$ cat config.mk
export PLATFORM = sky130hd
export DESIGN_NAME = kth_smallest_mean_estimator_top
export DESIGN_NICKNAME = d
export VERILOG_FILES = /design/src/hdl/ksme_pkg.sv /design/src/hdl/ksme_ram.sv /design/src/hdl/ksme_datapath.sv /design/src/hdl/ksme_ctrl.sv /design/src/hdl/kth_smallest_mean_estimator_top.sv
export SDC_FILE = /design/constraint.sdc
export NUM_CORES = 2
export LEC_CHECK = 0
export BUFFER_PORTS_ARGS = -buffer_cell sky130_fd_sc_hd__buf_2
export CAP_MARGIN = 20
export CORE_MARGIN = 8
export CORE_UTILIZATION = 33
export CTS_BUF_LIST = sky130_fd_sc_hd__clkbuf_8
export CTS_CLUSTER_SIZE = 25
export DETAILED_ROUTE_END_ITERATION = 16
export MAX_ROUTING_LAYER = met4
export PLACE_DENSITY = 0.58
export SYNTH_ARGS = -nofsm -noshare
export SYNTH_HDL_FRONTEND = slang
export SYNTH_SLANG_ARGS = --single-unit
$ cat constraint.sdc
create_clock -name clk -period 10.7 [get_ports clk]
set_input_delay 3.21 -clock clk [delete_from_list [all_inputs] [get_ports clk]]
set_output_delay 3.21 -clock clk [all_outputs]
set_load 0.005 [all_outputs]
$ cat src/hdl/ksme_pkg.sv
// Package for the k-th smallest penalty mean estimator.
// Holds the sizes, codes, payload types and the controller/datapath interface structs.
// Depends on nothing; every other file of the block but ksme_ram uses it.
`default_nettype none

package ksme_pkg;

	// Sizing of the store and of the penalty values.
	localparam int MAX_K        = 64;
	localparam int PENALTY_BITS = 16;

	// Widths of the transaction fields.
	localparam int PEN_W    = 16;
	localparam int DC_W     = 9;
	localparam int SUM_W    = 48;
	localparam int CNT_W    = 24;
	localparam int MEAN_W   = 24;
	localparam int STATUS_W = 2;

	// Width of a stored penalty: the field, cut to the penalty bits that are used.
	localparam int STORE_W = (PENALTY_BITS < PEN_W) ? PENALTY_BITS : PEN_W;

	// Store addressing and the width of k itself.
	localparam int ADDR_W = (MAX_K > 1) ? $clog2(MAX_K) : 1;
	localparam int K_W    = $clog2(MAX_K + 1);

	// k = max(K_MIN, (disparity_count + K_ROUND) >> K_SHIFT), limited to MAX_K.
	localparam int K_MIN   = 3;
	localparam int K_ROUND = 2;
	localparam int K_SHIFT = 2;

	// Mean in 16.8 fixed point: the dividend is the sum shifted by the fraction bits.
	localparam int FRAC_BITS = 8;
	localparam int DIVD_W    = SUM_W + FRAC_BITS;
	localparam int DIVC_W    = $clog2(DIVD_W + 1);

	// Configuration port.
	localparam int APB_AW = 3;
	localparam int APB_DW = 32;
	localparam logic [APB_AW-1:0] ADDR_DISPARITY_COUNT = 3'd0;
	localparam logic [DC_W-1:0]   DC_RESET             = 9'd16;

	typedef enum logic [0:0] {
		OP_PENALTY = 1'b0,
		OP_FINISH  = 1'b1
	} op_t;

	typedef enum logic [0:0] {
		KIND_PIXEL = 1'b0,
		KIND_FINAL = 1'b1
	} kind_t;

	typedef enum logic [STATUS_W-1:0] {
		STATUS_OK         = 2'd0,
		STATUS_NO_SAMPLES = 2'd1,
		STATUS_ZERO_SUM   = 2'd2
	} status_t;

	typedef struct packed {
		op_t              op;
		logic [PEN_W-1:0] penalty;
	} pen_item_t;

	typedef struct packed {
		kind_t             kind;
		logic [PEN_W-1:0]  kth_value;
		logic [SUM_W-1:0]  running_sum;
		logic [CNT_W-1:0]  pixel_count;
		logic [MEAN_W-1:0] mean_fixed;
		status_t           status;
	} res_item_t;

	typedef enum logic [2:0] {
		ST_IDLE,
		ST_DISPATCH,
		ST_SWEEP,
		ST_ACCUM,
		ST_DIV,
		ST_EMIT
	} state_t;

	// Commands from the controller to the datapath.
	typedef struct packed {
		logic take_item;
		logic fill_write;
		logic sweep_start;
		logic sweep_run;
		logic step_position;
		logic accum;
		logic div_start;
		logic div_run;
		logic load_result;
		logic clear_pixel;
		logic clear_totals;
	} ksme_cmd_t;

	// Status from the datapath to the controller.
	typedef struct packed {
		logic is_finish;
		logic is_fill;
		logic is_last;
		logic sweep_done;
		logic div_done;
		logic mean_ok;
		logic out_free;
	} ksme_status_t;

endpackage

`default_nettype wire

$ cat src/hdl/ksme_ram.sv
// Generic single-port-write, single-port-read RAM with a registered read.
// Depends on nothing.
`default_nettype none

module ksme_ram #(
	parameter int WIDTH = 16,
	parameter int DEPTH = 64
) (
	input  logic                                    clk,
	input  logic                                    we,
	input  logic [((DEPTH > 1) ? $clog2(DEPTH) : 1)-1:0] waddr,
	input  logic [WIDTH-1:0]                        wdata,
	input  logic                                    re,
	input  logic [((DEPTH > 1) ? $clog2(DEPTH) : 1)-1:0] raddr,
	output logic [WIDTH-1:0]                        rdata
);

	logic [WIDTH-1:0] mem_q [DEPTH];

	// Write port.
	always_ff @(posedge clk) begin
		if (we) begin
			mem_q[waddr] <= wdata;
		end
	end

	// Registered read port.
	always_ff @(posedge clk) begin
		if (re) begin
			rdata <= mem_q[raddr];
		end
	end

endmodule

`default_nettype wire

$ cat src/hdl/ksme_datapath.sv
// Datapath of the estimator: penalty store, insertion sweep, sums, divider, result register.
// Depends on ksme_pkg and ksme_ram.
`default_nettype none

module ksme_datapath (
	input  logic                             clk,
	input  logic                             arst_n,
	input  logic [ksme_pkg::DC_W-1:0]        disparity_count,
	input  ksme_pkg::pen_item_t              pen_item,
	input  ksme_pkg::ksme_cmd_t              cmd,
	output ksme_pkg::ksme_status_t           status,
	output logic                             res_valid,
	input  logic                             res_stall,
	output ksme_pkg::res_item_t              res_item
);

	localparam int DC_W    = ksme_pkg::DC_W;
	localparam int STORE_W = ksme_pkg::STORE_W;
	localparam int ADDR_W  = ksme_pkg::ADDR_W;
	localparam int K_W     = ksme_pkg::K_W;
	localparam int SUM_W   = ksme_pkg::SUM_W;
	localparam int CNT_W   = ksme_pkg::CNT_W;
	localparam int MEAN_W  = ksme_pkg::MEAN_W;
	localparam int DIVD_W  = ksme_pkg::DIVD_W;
	localparam int DIVC_W  = ksme_pkg::DIVC_W;

	// Latched transaction.
	ksme_pkg::op_t        op_q;
	logic [STORE_W-1:0]   pen_q;

	// Pixel and running state.
	logic [DC_W-1:0]          position_q;
	logic [ksme_pkg::MAX_K-1:0] valid_q;
	logic [SUM_W-1:0]         total_q;
	logic [CNT_W-1:0]         pixels_q;

	// Sweep state.
	logic [K_W-1:0]     rd_idx_q;
	logic               pend_s1;
	logic [ADDR_W-1:0]  addr_s1;
	logic               valid_s1;
	logic               fill_mode_q;
	logic [STORE_W-1:0] carry_q;
	logic [STORE_W-1:0] best_q;

	// Divider state.
	logic [DIVC_W-1:0] div_cnt_q;
	logic [CNT_W-1:0]  rem_q;
	logic [DIVD_W-1:0] quo_q;

	// Result register.
	logic                 out_valid_q;
	ksme_pkg::res_item_t  out_item_q;
	ksme_pkg::res_item_t  res_next;

	// RAM connections.
	logic               ram_we;
	logic [ADDR_W-1:0]  ram_waddr;
	logic [STORE_W-1:0] ram_wdata;
	logic               ram_re;
	logic [ADDR_W-1:0]  ram_raddr;
	logic [STORE_W-1:0] ram_rdata;

	// Derived configuration.
	logic [DC_W:0]   k_sum;
	logic [DC_W:0]   k_raw;
	logic [DC_W:0]   k_lim;
	logic [K_W-1:0]  k_w;
	logic [DC_W-1:0] count_w;
	logic            is_fill;
	logic            is_last;

	// Sweep arithmetic.
	logic [STORE_W-1:0] old_val;
	logic [STORE_W-1:0] new_val;
	logic [STORE_W-1:0] carry_next;

	// Sum and divider arithmetic.
	logic [SUM_W:0]    sum_ext;
	logic [CNT_W:0]    trial;
	logic              trial_ge;
	logic [MEAN_W-1:0] mean_sat;
	logic              out_free;

	// k and the pixel length follow the register directly.
	assign k_sum = {1'b0, disparity_count} + (DC_W + 1)'(ksme_pkg::K_ROUND);
	assign k_raw = k_sum >> ksme_pkg::K_SHIFT;

	always_comb begin
		if (k_raw < (DC_W + 1)'(ksme_pkg::K_MIN)) begin
			k_lim = (DC_W + 1)'(ksme_pkg::K_MIN);
		end else if (k_raw > (DC_W + 1)'(ksme_pkg::MAX_K)) begin
			k_lim = (DC_W + 1)'(ksme_pkg::MAX_K);
		end else begin
			k_lim = k_raw;
		end
	end

	assign k_w     = K_W'(k_lim);
	assign count_w = (disparity_count == '0) ? DC_W'(1) : disparity_count;
	assign is_fill = (DC_W + 1)'(position_q) < (DC_W + 1)'(k_w);
	assign is_last = ((DC_W + 1)'(position_q) + (DC_W + 1)'(1)) >= (DC_W + 1)'(count_w);

	// Latch the accepted transaction.
	always_ff @(posedge clk) begin
		if (cmd.take_item) begin
			op_q  <= pen_item.op;
			pen_q <= pen_item.penalty[STORE_W-1:0];
		end
	end

	// Position within the pixel.
	always_ff @(posedge clk or negedge arst_n) begin
		if (!arst_n) begin
			position_q <= '0;
		end else if (cmd.clear_pixel) begin
			position_q <= '0;
		end else if (cmd.step_position) begin
			position_q <= position_q + DC_W'(1);
		end
	end

	// Valid bits of the store: an entry that is not valid reads as zero.
	always_ff @(posedge clk or negedge arst_n) begin
		if (!arst_n) begin
			valid_q <= '0;
		end else if (cmd.clear_pixel) begin
			valid_q <= '0;
		end else if (ram_we) begin
			valid_q[ram_waddr] <= 1'b1;
		end
	end

	// Read side of the sweep: one slot issued per cycle until k slots are done.
	assign ram_re    = cmd.sweep_run && (rd_idx_q < k_w);
	assign ram_raddr = rd_idx_q[ADDR_W-1:0];

	always_ff @(posedge clk or negedge arst_n) begin
		if (!arst_n) begin
			rd_idx_q <= '0;
			pend_s1  <= 1'b0;
		end else if (cmd.sweep_start) begin
			rd_idx_q <= '0;
			pend_s1  <= 1'b0;
		end else begin
			pend_s1 <= ram_re;
			if (ram_re) begin
				rd_idx_q <= rd_idx_q + K_W'(1);
			end
		end
	end

	always_ff @(posedge clk) begin
		if (ram_re) begin
			addr_s1  <= ram_raddr;
			valid_s1 <= valid_q[ram_raddr];
		end
	end

	// Compare-and-swap of the travelling penalty against one slot, or the fill of one slot.
	always_comb begin
		old_val    = valid_s1 ? ram_rdata : '0;
		new_val    = old_val;
		carry_next = carry_q;
		if (fill_mode_q) begin
			if (DC_W'(addr_s1) == position_q) begin
				new_val = pen_q;
			end
		end else if (carry_q < old_val) begin
			new_val    = carry_q;
			carry_next = old_val;
		end
	end

	always_ff @(posedge clk) begin
		if (cmd.sweep_start) begin
			carry_q     <= pen_q;
			best_q      <= '0;
			fill_mode_q <= is_fill;
		end else if (pend_s1) begin
			carry_q <= carry_next;
			if (new_val > best_q) begin
				best_q <= new_val;
			end
		end
	end

	// Write port: a direct fill, or the write-back of the slot just compared.
	always_comb begin
		ram_we    = 1'b0;
		ram_waddr = position_q[ADDR_W-1:0];
		ram_wdata = pen_q;
		if (cmd.fill_write) begin
			ram_we = 1'b1;
		end else if (pend_s1) begin
			ram_we    = 1'b1;
			ram_waddr = addr_s1;
			ram_wdata = new_val;
		end
	end

	ksme_ram #(
		.WIDTH (STORE_W),
		.DEPTH (ksme_pkg::MAX_K)
	) u_store (
		.clk   (clk),
		.we    (ram_we),
		.waddr (ram_waddr),
		.wdata (ram_wdata),
		.re    (ram_re),
		.raddr (ram_raddr),
		.rdata (ram_rdata)
	);

	// Running sum and pixel count, both saturating.
	assign sum_ext = {1'b0, total_q} + (SUM_W + 1)'(best_q);

	always_ff @(posedge clk or negedge arst_n) begin
		if (!arst_n) begin
			total_q  <= '0;
			pixels_q <= '0;
		end else if (cmd.clear_totals) begin
			total_q  <= '0;
			pixels_q <= '0;
		end else if (cmd.accum) begin
			total_q <= sum_ext[SUM_W] ? '1 : sum_ext[SUM_W-1:0];
			if (pixels_q != '1) begin
				pixels_q <= pixels_q + CNT_W'(1);
			end
		end
	end

	// Restoring divider: one quotient bit per cycle of (sum << 8) / pixel count.
	assign trial    = {rem_q, quo_q[DIVD_W-1]};
	assign trial_ge = trial >= {1'b0, pixels_q};

	always_ff @(posedge clk or negedge arst_n) begin
		if (!arst_n) begin
			div_cnt_q <= '0;
		end else if (cmd.div_start) begin
			div_cnt_q <= DIVC_W'(DIVD_W);
		end else if (cmd.div_run && (div_cnt_q != '0)) begin
			div_cnt_q <= div_cnt_q - DIVC_W'(1);
		end
	end

	always_ff @(posedge clk) begin
		if (cmd.div_start) begin
			rem_q <= '0;
			quo_q <= {total_q, {ksme_pkg::FRAC_BITS{1'b0}}};
		end else if (cmd.div_run && (div_cnt_q != '0)) begin
			if (trial_ge) begin
				rem_q <= CNT_W'(trial - {1'b0, pixels_q});
			end else begin
				rem_q <= trial[CNT_W-1:0];
			end
			quo_q <= {quo_q[DIVD_W-2:0], trial_ge};
		end
	end

	assign mean_sat = (quo_q[DIVD_W-1:MEAN_W] != '0) ? '1 : quo_q[MEAN_W-1:0];

	// Result transaction built from the current state.
	always_comb begin
		res_next             = '0;
		res_next.running_sum = total_q;
		res_next.pixel_count = pixels_q;
		if (op_q == ksme_pkg::OP_FINISH) begin
			res_next.kind = ksme_pkg::KIND_FINAL;
			if (pixels_q == '0) begin
				res_next.status = ksme_pkg::STATUS_NO_SAMPLES;
			end else if (total_q == '0) begin
				res_next.status = ksme_pkg::STATUS_ZERO_SUM;
			end else begin
				res_next.status     = ksme_pkg::STATUS_OK;
				res_next.mean_fixed = mean_sat;
			end
		end else begin
			res_next.kind      = ksme_pkg::KIND_PIXEL;
			res_next.kth_value = ksme_pkg::PEN_W'(best_q);
			res_next.status    = ksme_pkg::STATUS_OK;
		end
	end

	// Output register: holds a finished result while new work goes on.
	assign out_free = !out_valid_q || !res_stall;

	always_ff @(posedge clk or negedge arst_n) begin
		if (!arst_n) begin
			out_valid_q <= 1'b0;
		end else if (cmd.load_result) begin
			out_valid_q <= 1'b1;
		end else if (!res_stall) begin
			out_valid_q <= 1'b0;
		end
	end

	always_ff @(posedge clk) begin
		if (cmd.load_result) begin
			out_item_q <= res_next;
		end
	end

	assign res_valid = out_valid_q;
	assign res_item  = out_item_q;

	// Status to the controller.
	always_comb begin
		status            = '0;
		status.is_finish  = (op_q == ksme_pkg::OP_FINISH);
		status.is_fill    = is_fill;
		status.is_last    = is_last;
		status.sweep_done = (rd_idx_q >= k_w) && !pend_s1;
		status.div_done   = (div_cnt_q == '0);
		status.mean_ok    = (pixels_q != '0) && (total_q != '0);
		status.out_free   = out_free;
	end

	// The sweep never runs past k slots.
	a_sweep_bound: assert property (@(posedge clk) disable iff (!arst_n)
		cmd.sweep_run |-> (rd_idx_q <= k_w))
		else $error("sweep index beyond k");

	// A new result is never loaded over one that is still waiting.
	a_no_overwrite: assert property (@(posedge clk) disable iff (!arst_n)
		cmd.load_result |-> (!out_valid_q || !res_stall))
		else $error("result register overwritten");

	// Clearing a pixel empties the store and rewinds the position.
	a_pixel_clear: assert property (@(posedge clk) disable iff (!arst_n)
		cmd.clear_pixel |=> ((position_q == '0) && (valid_q == '0)))
		else $error("pixel clear incomplete");

	// The divider counter stays within its step count.
	a_div_bound: assert property (@(posedge clk) disable iff (!arst_n)
		div_cnt_q <= DIVC_W'(DIVD_W))
		else $error("divider counter out of range");

endmodule

`default_nettype wire

$ cat src/hdl/ksme_ctrl.sv
// Controller state machine of the estimator: sequences accept, sweep, sum, divide and result.
// Depends on ksme_pkg.
`default_nettype none

module ksme_ctrl (
	input  logic                   clk,
	input  logic                   arst_n,
	input  logic                   pen_valid,
	output logic                   pen_stall,
	input  ksme_pkg::ksme_status_t status,
	output ksme_pkg::ksme_cmd_t    cmd
);

	ksme_pkg::state_t state_q;
	ksme_pkg::state_t state_next;

	// State register.
	always_ff @(posedge clk or negedge arst_n) begin
		if (!arst_n) begin
			state_q <= ksme_pkg::ST_IDLE;
		end else begin
			state_q <= state_next;
		end
	end

	// Next state and commands.
	always_comb begin
		state_next = state_q;
		cmd        = '0;
		pen_stall  = 1'b1;
		case (state_q)
			ksme_pkg::ST_IDLE: begin
				pen_stall     = 1'b0;
				cmd.take_item = pen_valid;
				if (pen_valid) begin
					state_next = ksme_pkg::ST_DISPATCH;
				end
			end
			ksme_pkg::ST_DISPATCH: begin
				if (status.is_finish) begin
					if (status.mean_ok) begin
						cmd.div_start = 1'b1;
						state_next    = ksme_pkg::ST_DIV;
					end else begin
						state_next = ksme_pkg::ST_EMIT;
					end
				end else if (status.is_fill && !status.is_last) begin
					cmd.fill_write    = 1'b1;
					cmd.step_position = 1'b1;
					state_next        = ksme_pkg::ST_IDLE;
				end else begin
					cmd.sweep_start = 1'b1;
					state_next      = ksme_pkg::ST_SWEEP;
				end
			end
			ksme_pkg::ST_SWEEP: begin
				cmd.sweep_run = 1'b1;
				if (status.sweep_done) begin
					if (status.is_last) begin
						state_next = ksme_pkg::ST_ACCUM;
					end else begin
						cmd.step_position = 1'b1;
						state_next        = ksme_pkg::ST_IDLE;
					end
				end
			end
			ksme_pkg::ST_ACCUM: begin
				cmd.accum       = 1'b1;
				cmd.clear_pixel = 1'b1;
				state_next      = ksme_pkg::ST_EMIT;
			end
			ksme_pkg::ST_DIV: begin
				cmd.div_run = 1'b1;
				if (status.div_done) begin
					state_next = ksme_pkg::ST_EMIT;
				end
			end
			ksme_pkg::ST_EMIT: begin
				if (status.out_free) begin
					cmd.load_result = 1'b1;
					if (status.is_finish) begin
						cmd.clear_pixel  = 1'b1;
						cmd.clear_totals = 1'b1;
					end
					state_next = ksme_pkg::ST_IDLE;
				end
			end
			default: begin
				state_next = ksme_pkg::ST_IDLE;
			end
		endcase
	end

endmodule

`default_nettype wire

$ cat src/hdl/kth_smallest_mean_estimator_top.sv
// Top level of the k-th smallest penalty mean estimator: configuration register and APB port.
// Depends on ksme_pkg, ksme_ctrl and ksme_datapath.
//
// The block takes a stream of penalty transactions, disparity_count of them per pixel, keeps
// the k smallest in a 64-entry store, k = max(3, (disparity_count+2)/4) limited to 64, and
// after each pixel's last penalty returns its k-th smallest value with the running sum and
// pixel count. A finish transaction returns the mean in unsigned 16.8 fixed point and clears
// the block. One transaction is worked on at a time. A penalty that only fills a free slot
// is written directly; any other penalty runs the insertion sweep, which reads and writes
// back one store slot per cycle through the single RAM port pair. The last penalty of a
// pixel adds the sum update and the result. When a mean is computed, a finish runs the
// divider, which yields one quotient bit per cycle over 56 bits; otherwise it goes
// straight to the result. A result waits in an output register, so the next transaction
// is accepted while the previous result is still stalled.
`default_nettype none

module kth_smallest_mean_estimator_top (
	input  logic                              clk,
	input  logic                              arst_n,
	input  logic                              pen_valid,
	output logic                              pen_stall,
	input  ksme_pkg::pen_item_t               pen_item,
	output logic                              res_valid,
	input  logic                              res_stall,
	output ksme_pkg::res_item_t               res_item,
	input  logic                              psel,
	input  logic                              penable,
	input  logic                              pwrite,
	input  logic [ksme_pkg::APB_AW-1:0]       paddr,
	input  logic [ksme_pkg::APB_DW-1:0]       pwdata,
	output logic [ksme_pkg::APB_DW-1:0]       prdata,
	output logic                              pready
);

	logic [ksme_pkg::DC_W-1:0] disparity_count_q;
	logic                      cfg_write;
	ksme_pkg::ksme_cmd_t       cmd;
	ksme_pkg::ksme_status_t    status;

	// Register write at the access phase of an APB transaction.
	assign pready    = 1'b1;
	assign cfg_write = psel && penable && pwrite && pready;

	always_ff @(posedge clk or negedge arst_n) begin
		if (!arst_n) begin
			disparity_count_q <= ksme_pkg::DC_RESET;
		end else if (cfg_write && (paddr == ksme_pkg::ADDR_DISPARITY_COUNT)) begin
			disparity_count_q <= pwdata[ksme_pkg::DC_W-1:0];
		end
	end

	// Read-back of the register; other addresses read as zero.
	always_comb begin
		if (paddr == ksme_pkg::ADDR_DISPARITY_COUNT) begin
			prdata = ksme_pkg::APB_DW'(disparity_count_q);
		end else begin
			prdata = '0;
		end
	end

	ksme_ctrl u_ctrl (
		.clk       (clk),
		.arst_n    (arst_n),
		.pen_valid (pen_valid),
		.pen_stall (pen_stall),
		.status    (status),
		.cmd       (cmd)
	);

	ksme_datapath u_datapath (
		.clk             (clk),
		.arst_n          (arst_n),
		.disparity_count (disparity_count_q),
		.pen_item        (pen_item),
		.cmd             (cmd),
		.status          (status),
		.res_valid       (res_valid),
		.res_stall       (res_stall),
		.res_item        (res_item)
	);

endmodule

`default_nettype wire
# [After elaboration in Yosys (flattened, before gate mapping)]
# Memories as Yosys holds them, arrays and structs flattened. A register that Yosys moved wholly into a read port is not among the register bits.
# Index checks and enable logic that the tools add are counted.
[op_classes] n_mux=78 n_lt_le_gt_ge=12 n_addsub=8 n_reduce_logical=38 bitwise=2 n_eq_ne=13
[op_table] cell="$mux 16" count=10
[op_table] cell="$mux 48" count=3
[op_table] cell="$mux 64" count=2
[op_table] cell="$mux 24" count=5
[op_table] cell="$mux 56" count=2
[op_table] cell="$or 64x64->64" count=1
[op_table] cell="$add 48x16->49" count=1
[op_table] cell="$logic_not 48->1" count=1
[op_table] cell="$reduce_bool 48->1" count=1
[op_table] cell="$mux 9" count=4
[op_table] cell="$reduce_bool 32->1" count=1
[op_table] cell="$mux 7" count=4
[op_table] cell="$mux 1" count=27
[op_table] cell="$ge 25x24->1" count=1
[op_table] cell="$add 24x1->24 const B" count=1
[op_table] cell="$logic_not 24->1" count=1
[op_table] cell="$mux 6" count=4
[op_table] cell="$ne 24x24->1 const B" count=1
[op_table] cell="$reduce_bool 24->1" count=1
[op_table] cell="$sub 24x24->24" count=1
[op_table] cell="$mux 3" count=6
[op_table] cell="$pmux 3 s6" count=1
[op_table] cell="$gt 16x16->1" count=1
[op_table] cell="$lt 16x16->1" count=1
[op_table] cell="other kinds (37)" count=70
[totals] register_bits=424 ram_bits=1024 elab_cells=179 output_inout_bits=150 mem_count=1 in_bits=59
[memory_table] name="u_datapath.u_store.mem_q" depth=64 width=16 rd=1 rd_ports_with_merged_regs=1 wr=1 line_no="ksme_ram.sv:18" source="logic [WIDTH-1:0] mem_q [DEPTH];"

# [Longest topological paths before layout]
[logic_depth] word_depth=17 mapped_depth=27 depth_no_buf=21

# [Cells and area by module]
# From an unflattened synthesis, not the netlist that was laid out.
[hier_totals] hier_cells=4043 hier_area_um2=62970.4
[by_module_without_submodules] module="ksme_ram" cells_each=1829 seq_area_each_um2=31230.0 area_each_um2=40202.3 n_inst=1
[by_module_without_submodules] module="ksme_datapath" cells_each=2113 seq_area_each_um2=11090.6 area_each_um2=21798.4 n_inst=1
[by_module_without_submodules] module="kth_smallest_mean_estimator_top" cells_each=56 seq_area_each_um2=226.5 area_each_um2=664.4 n_inst=1
[by_module_without_submodules] module="ksme_ctrl" cells_each=45 seq_area_each_um2=75.1 area_each_um2=305.3 n_inst=1

# [Worst setup path before layout]
# OpenSTA, ideal clock, no wires.
[synth_path] path_kind="input -> register" startpoint="in res_stall" endpoint="reg u_datapath.pixels_q[22]" n_path_buf=1 cell_stages=8 required_time_ns=10.568 arrival_ns=10.329 setup_time_ns=0.132 path_slack_ns=0.239 path_cell_list="a21oi_1 > nand2_1 > a21boi_1 > and2_0 > clkbuf_1 > nand4_1 > xnor2_1 > nor2_1"
[synth_between] elab_chain_len=6 word_cells_on_any_way=8 cone_classes="mux: 3; reduce/logical: 5"
[synth_lines] element="start: declaration" line_no="kth_smallest_mean_estimator_top.sv:24" source="input logic res_stall,"
[synth_lines] element="$logic_not 1->1 (*)" line_no="ksme_datapath.sv:286" source="assign out_free = !out_valid_q || !res_stall;"
[synth_lines] element="$logic_or 1x1->1 (*)" line_no="ksme_datapath.sv:286"
[synth_lines] element="$mux 3 (*)" line_no="ksme_ctrl.sv:79" source="if (status.out_free) begin"
[synth_lines] element="$mux 1 (*)" line_no="ksme_ctrl.sv:31" source="case (state_q)"
[synth_lines] element="$reduce_bool 2->1 (no line)"
[synth_lines] element="$reduce_and 2->1 (no line)"
[synth_lines] element="end signal: assignment" line_no="ksme_datapath.sv:228" source="pixels_q <= pixels_q + CNT_W'(1);"
[synth_lines] element="end: declaration" line_no="ksme_datapath.sv:35" source="logic [CNT_W-1:0] pixels_q;"
# Every way passes the cells marked *; elsewhere a longest branch is shown, timed or not.
# A chain may end at the register's enable or synchronous reset.

# [Worst setup path after layout]
[layout_path] startpoint="in paddr[1] (netlist bit)" endpoint="out prdata[7] (netlist bit)"
[layout_between] elab_chain_len=2
[layout_lines] element="start: declaration" line_no="kth_smallest_mean_estimator_top.sv:29" source="input logic [ksme_pkg::APB_AW-1:0] paddr,"
[layout_lines] element="$logic_not 3->1" line_no="kth_smallest_mean_estimator_top.sv:54" source="if (paddr == ksme_pkg::ADDR_DISPARITY_COUNT) begin"
[layout_lines] element="$mux 9" line_no="kth_smallest_mean_estimator_top.sv:54"
[layout_lines] element="end: declaration" line_no="kth_smallest_mean_estimator_top.sv:31" source="output logic [ksme_pkg::APB_DW-1:0] prdata,"
# No other way between the ends.

==> impl_metrics.csv <==
group,metric,value,unit
cells_and_area,regArea,42640,um2
routing,vias,33930,
timing,hold_viol,0,
global_routing,antenna_found_initial,7,
global_routing,grt_usage,0.1521,
synthesis,syn_inst,3695,
power,ir_drop,182.8,uV
synthesis,synth_ff_type,"edfxtp_1",
clock_tree,tritoncts,"done",
timing,worst_pin_slew,1.246,ns
power,p_leak,24.13,nW
clock_tree,root_buffer,"clkbuf_8",
die,core_area,187200,um2
die,die-area,201900,um2
timing,final-max-slew-violation-count,0,
timing,fin_skew,0.05512,ns
clock_tree,clock_latency,0.94,ns
timing,whs,0.4763,ns
die,start_util,0.3309,
routing,drc,0,
hold_path,min_path_type,"reg -> reg",
synthesis,ys_warn_count,0,
routing,dr.pass1.iters,5,
setup_path,crit_top_cell,"buf_2",
setup_path,crit_required,7.49,ns
cells_and_area,stdcell_area,70080,um2
synthesis,synth_cell_type_count,95,
synthesis,syn_area,61950,um2
setup_path,criticalPathCategory,"in -> out",
power,power_per_cell_area,245.9,nW/um2
synthesis,synth_top_area_cell,"edfxtp_1",
setup_path,start_kind,"input pin",
die,row_count,159,
cells_and_area,layout.cells.non_filler,6658,
setup_path,worstPathCellList,"buf_2 -> nor3_1 -> and2_1 -> buf_2",
synthesis,synth_edf_count,1244,
cells_and_area,mostFrequentLayoutCells,"edfxtp_1, mux4_2, inv_1, clkbuf_8, nand2_1",
synthesis,synth_fa_ha_area_frac,0.02084,
clock_tree,postCtsHoldBufs,0,
place,hpwlAfterDp,95250,um
synthesis,avgSynthCellArea,16.77,um2
synthesis,synth_top_area_frac,0.6030,
synthesis,synth.area.mux_share,0.1395,
clock_tree,post-cts-setup-buffers,0,
die,num_io_pins,209,
timing,rsz0062_at_grt,"false",
global_routing,grt_overflow,0,
power,finalPower,17.23,mW
timing,setup-tns-final,0,ns
synthesis,synth_top_family_by_area,"multiplexers",
cells_and_area,post-route-util,0.3744,
timing,layout_worst_path_cycle_share,0.6976,
die,fp.dieH,449.3,um
routing,ant_nets,0,
clock_tree,cts_buffer_depth,3,
timing,timing.final.ws_setup,3.236,ns
cells_and_area,final_common_cell,"edfxtp_1",
timing,max_freq,0.1340,GHz
run_status,status,"complete, no violations",
synthesis,synth_compound_area_frac,0.06418,
cells_and_area,area_delta_synth_final,13.12,%
place,dp_cells,6224,
clock_tree,postCtsResizedCells,0,
cells_and_area,multi_input_area,17890,um2
setup_path,slowest_delay,0.61,ns
synthesis,synthSimpleGateAreaFrac,0.04780,
place,port_buffers,161,
setup_path,endpoint_kind,"output port",
timing,period_minus_slack,7.464,ns
global_routing,grt_pass1_vias,33930,
place,routabilityCongestion,0.8360,
setup_path,cp.arrival,4.25,ns
cells_and_area,fill_cells,17390,
die,die_x,449.3,um
timing,finalSetupViolCount,0,
place,place_area,65800,um2
routing,wl_per_cell,23.10,um
cells_and_area,layout-drive-gt1-share,0.2263,
run,cap_viol_max_count,0,
synthesis,synthXorXnorAreaFrac,0.01103,
global_routing,grt_max_degree,150,
routing,avgViaCountPerCell,5.096,
routing,wirelength,153800,um
place,dp_slack,3.176,ns
cells_and_area,fin_nets,4121,
clock_tree,cts_made_buffers,226,
clock_tree,cts_sinks,1464,
synthesis,ys_seq_area_frac,0.6880,
timing,max_slew_margin,0.1454,
global_routing,grt_pass1_wl,228200,um
synthesis,ys_top_cells_by_area,"edfxtp_1, mux4_2, dfrtp_1",
synthesis,ys_ff_latch,1464,
setup_path,cp_slowest_cell,"nor3_1",
synthesis,synthArstFlopShare,0.1175,
setup_path,cp_max_fo,10,
clock_tree,clk_pin_slew_worst_paths,0.05,ns
routing,first_iter_violations,3042,
clock_tree,cts_max_level,4,
==> Yosys cell counts (11+ instances only) <==
library cell	instances
nand2b_1	12
a21oi_1	147
mux2i_1	42
buf_4	27
clkbuf_1	134
o21ai_1	37
edfxtp_1	1244
dfrtp_1	171
dfxtp_1	48
ha_1	100
o211ai_1	22
buf_1	35
nand4_1	28
and2_1	19
a21o_1	32
and3_1	18
nand3_1	65
inv_1	234
nor3_1	25
or2_2	11
nor2b_1	14
o21ai_0	163
xnor2_1	53
a311oi_1	12
o21a_1	36
nor4_1	34
nor2_1	113
nand2_1	195
o22ai_1	14
a22o_1	42
mux4_2	357
a31oi_1	18
xor2_1	25
o2bb2ai_1	16
==> report_power, final <==
part / internal [mW] / leakage, nW / total, mW / switching [mW]
combinational: 2.04 / 7.69 / 5.03 / 2.98
clock: 2.19 / 2.47 / 4.39 / 2.20
sequential: 7.25 / 14.0 / 7.82 / 0.570
==> sequential cells by signal, summed over array words and instances, names as in the netlist, 9 cells and up <==
register	cells
u_datapath.u_store.rdata	16
u_datapath.carry_q	16
u_datapath.quo_q	56
u_datapath.pen_q	16
u_datapath.u_store.mem_q	1024
u_datapath.best_q	16
u_datapath.rem_q	24
u_datapath.pixels_q	24
u_datapath.res_item	115
disparity_count_q	9
u_datapath.position_q	9
u_datapath.total_q	48
u_datapath.valid_q	64
==> layout make-up <==
cell class                      instances  share of cell area
Sequential cell                      1464              0.6084
Antenna cell                           10           0.0003571
Clock buffer                          232             0.04556
Inverter                              235             0.01259
Tap cell                             2495             0.04454
Timing Repair Buffer                  220             0.01876
Clock inverter                        189             0.01453
Multi-Input combinational cell       1813              0.2553
==> critical path: cells and delay by family <==
kind                   cells  cell delay [ns]
AND/OR/NAND/NOR            2             0.83
buffers and inverters      2             0.21
==> kinds of logic (layout without fill, tap and decap cells) <==
family                     after synthesis  after routing
DFF                                   1464           1464
adders and majority gates              102            102
and+or+nand+nor                        588            588
xor gates and xnor gates                78             78
muxes                                  411            411
other                                    2             34
buffers and inverters                  440            876
AOI/OAI and AO/OA                      610            610
==> per-layer routing <==
layer,up-vias,global-route usage,part of all wire
met3,240,0.02661,0.057
met4,0,0.04678,0.026
met5,-,-,0
li1,15090,-,-
met2,1043,0.2375,0.48
met1,17560,0.2043,0.44
==> final timing paths <==
kind / startpoint / to / slack [ns] / cells after the start
worst max-delay path: paddr[1] / prdata[7] / 3.24 / 4
worst min-delay path: u_datapath.rem_q[23]$_SDFFE_PP0P_ / u_datapath.rem_q[23]$_SDFFE_PP0P_ / 0.48 / 2
worst max register to register: u_datapath.valid_s1$_DFFE_PP_ / u_datapath.best_q[15]$_SDFFE_PP0P_ / 4.47 / 22
worst min register to register: u_datapath.rem_q[23]$_SDFFE_PP0P_ / u_datapath.rem_q[23]$_SDFFE_PP0P_ / 0.48 / 2
max in group asynchronous: arst_n / u_datapath.rd_idx_q[2]$_DFFE_PN0P_ / 7.06 / 2
min in group asynchronous: arst_n / u_datapath.pixels_q[16]$_DFFE_PN0P_ / 2.22 / 1
(Power assumes the default switching activity.)
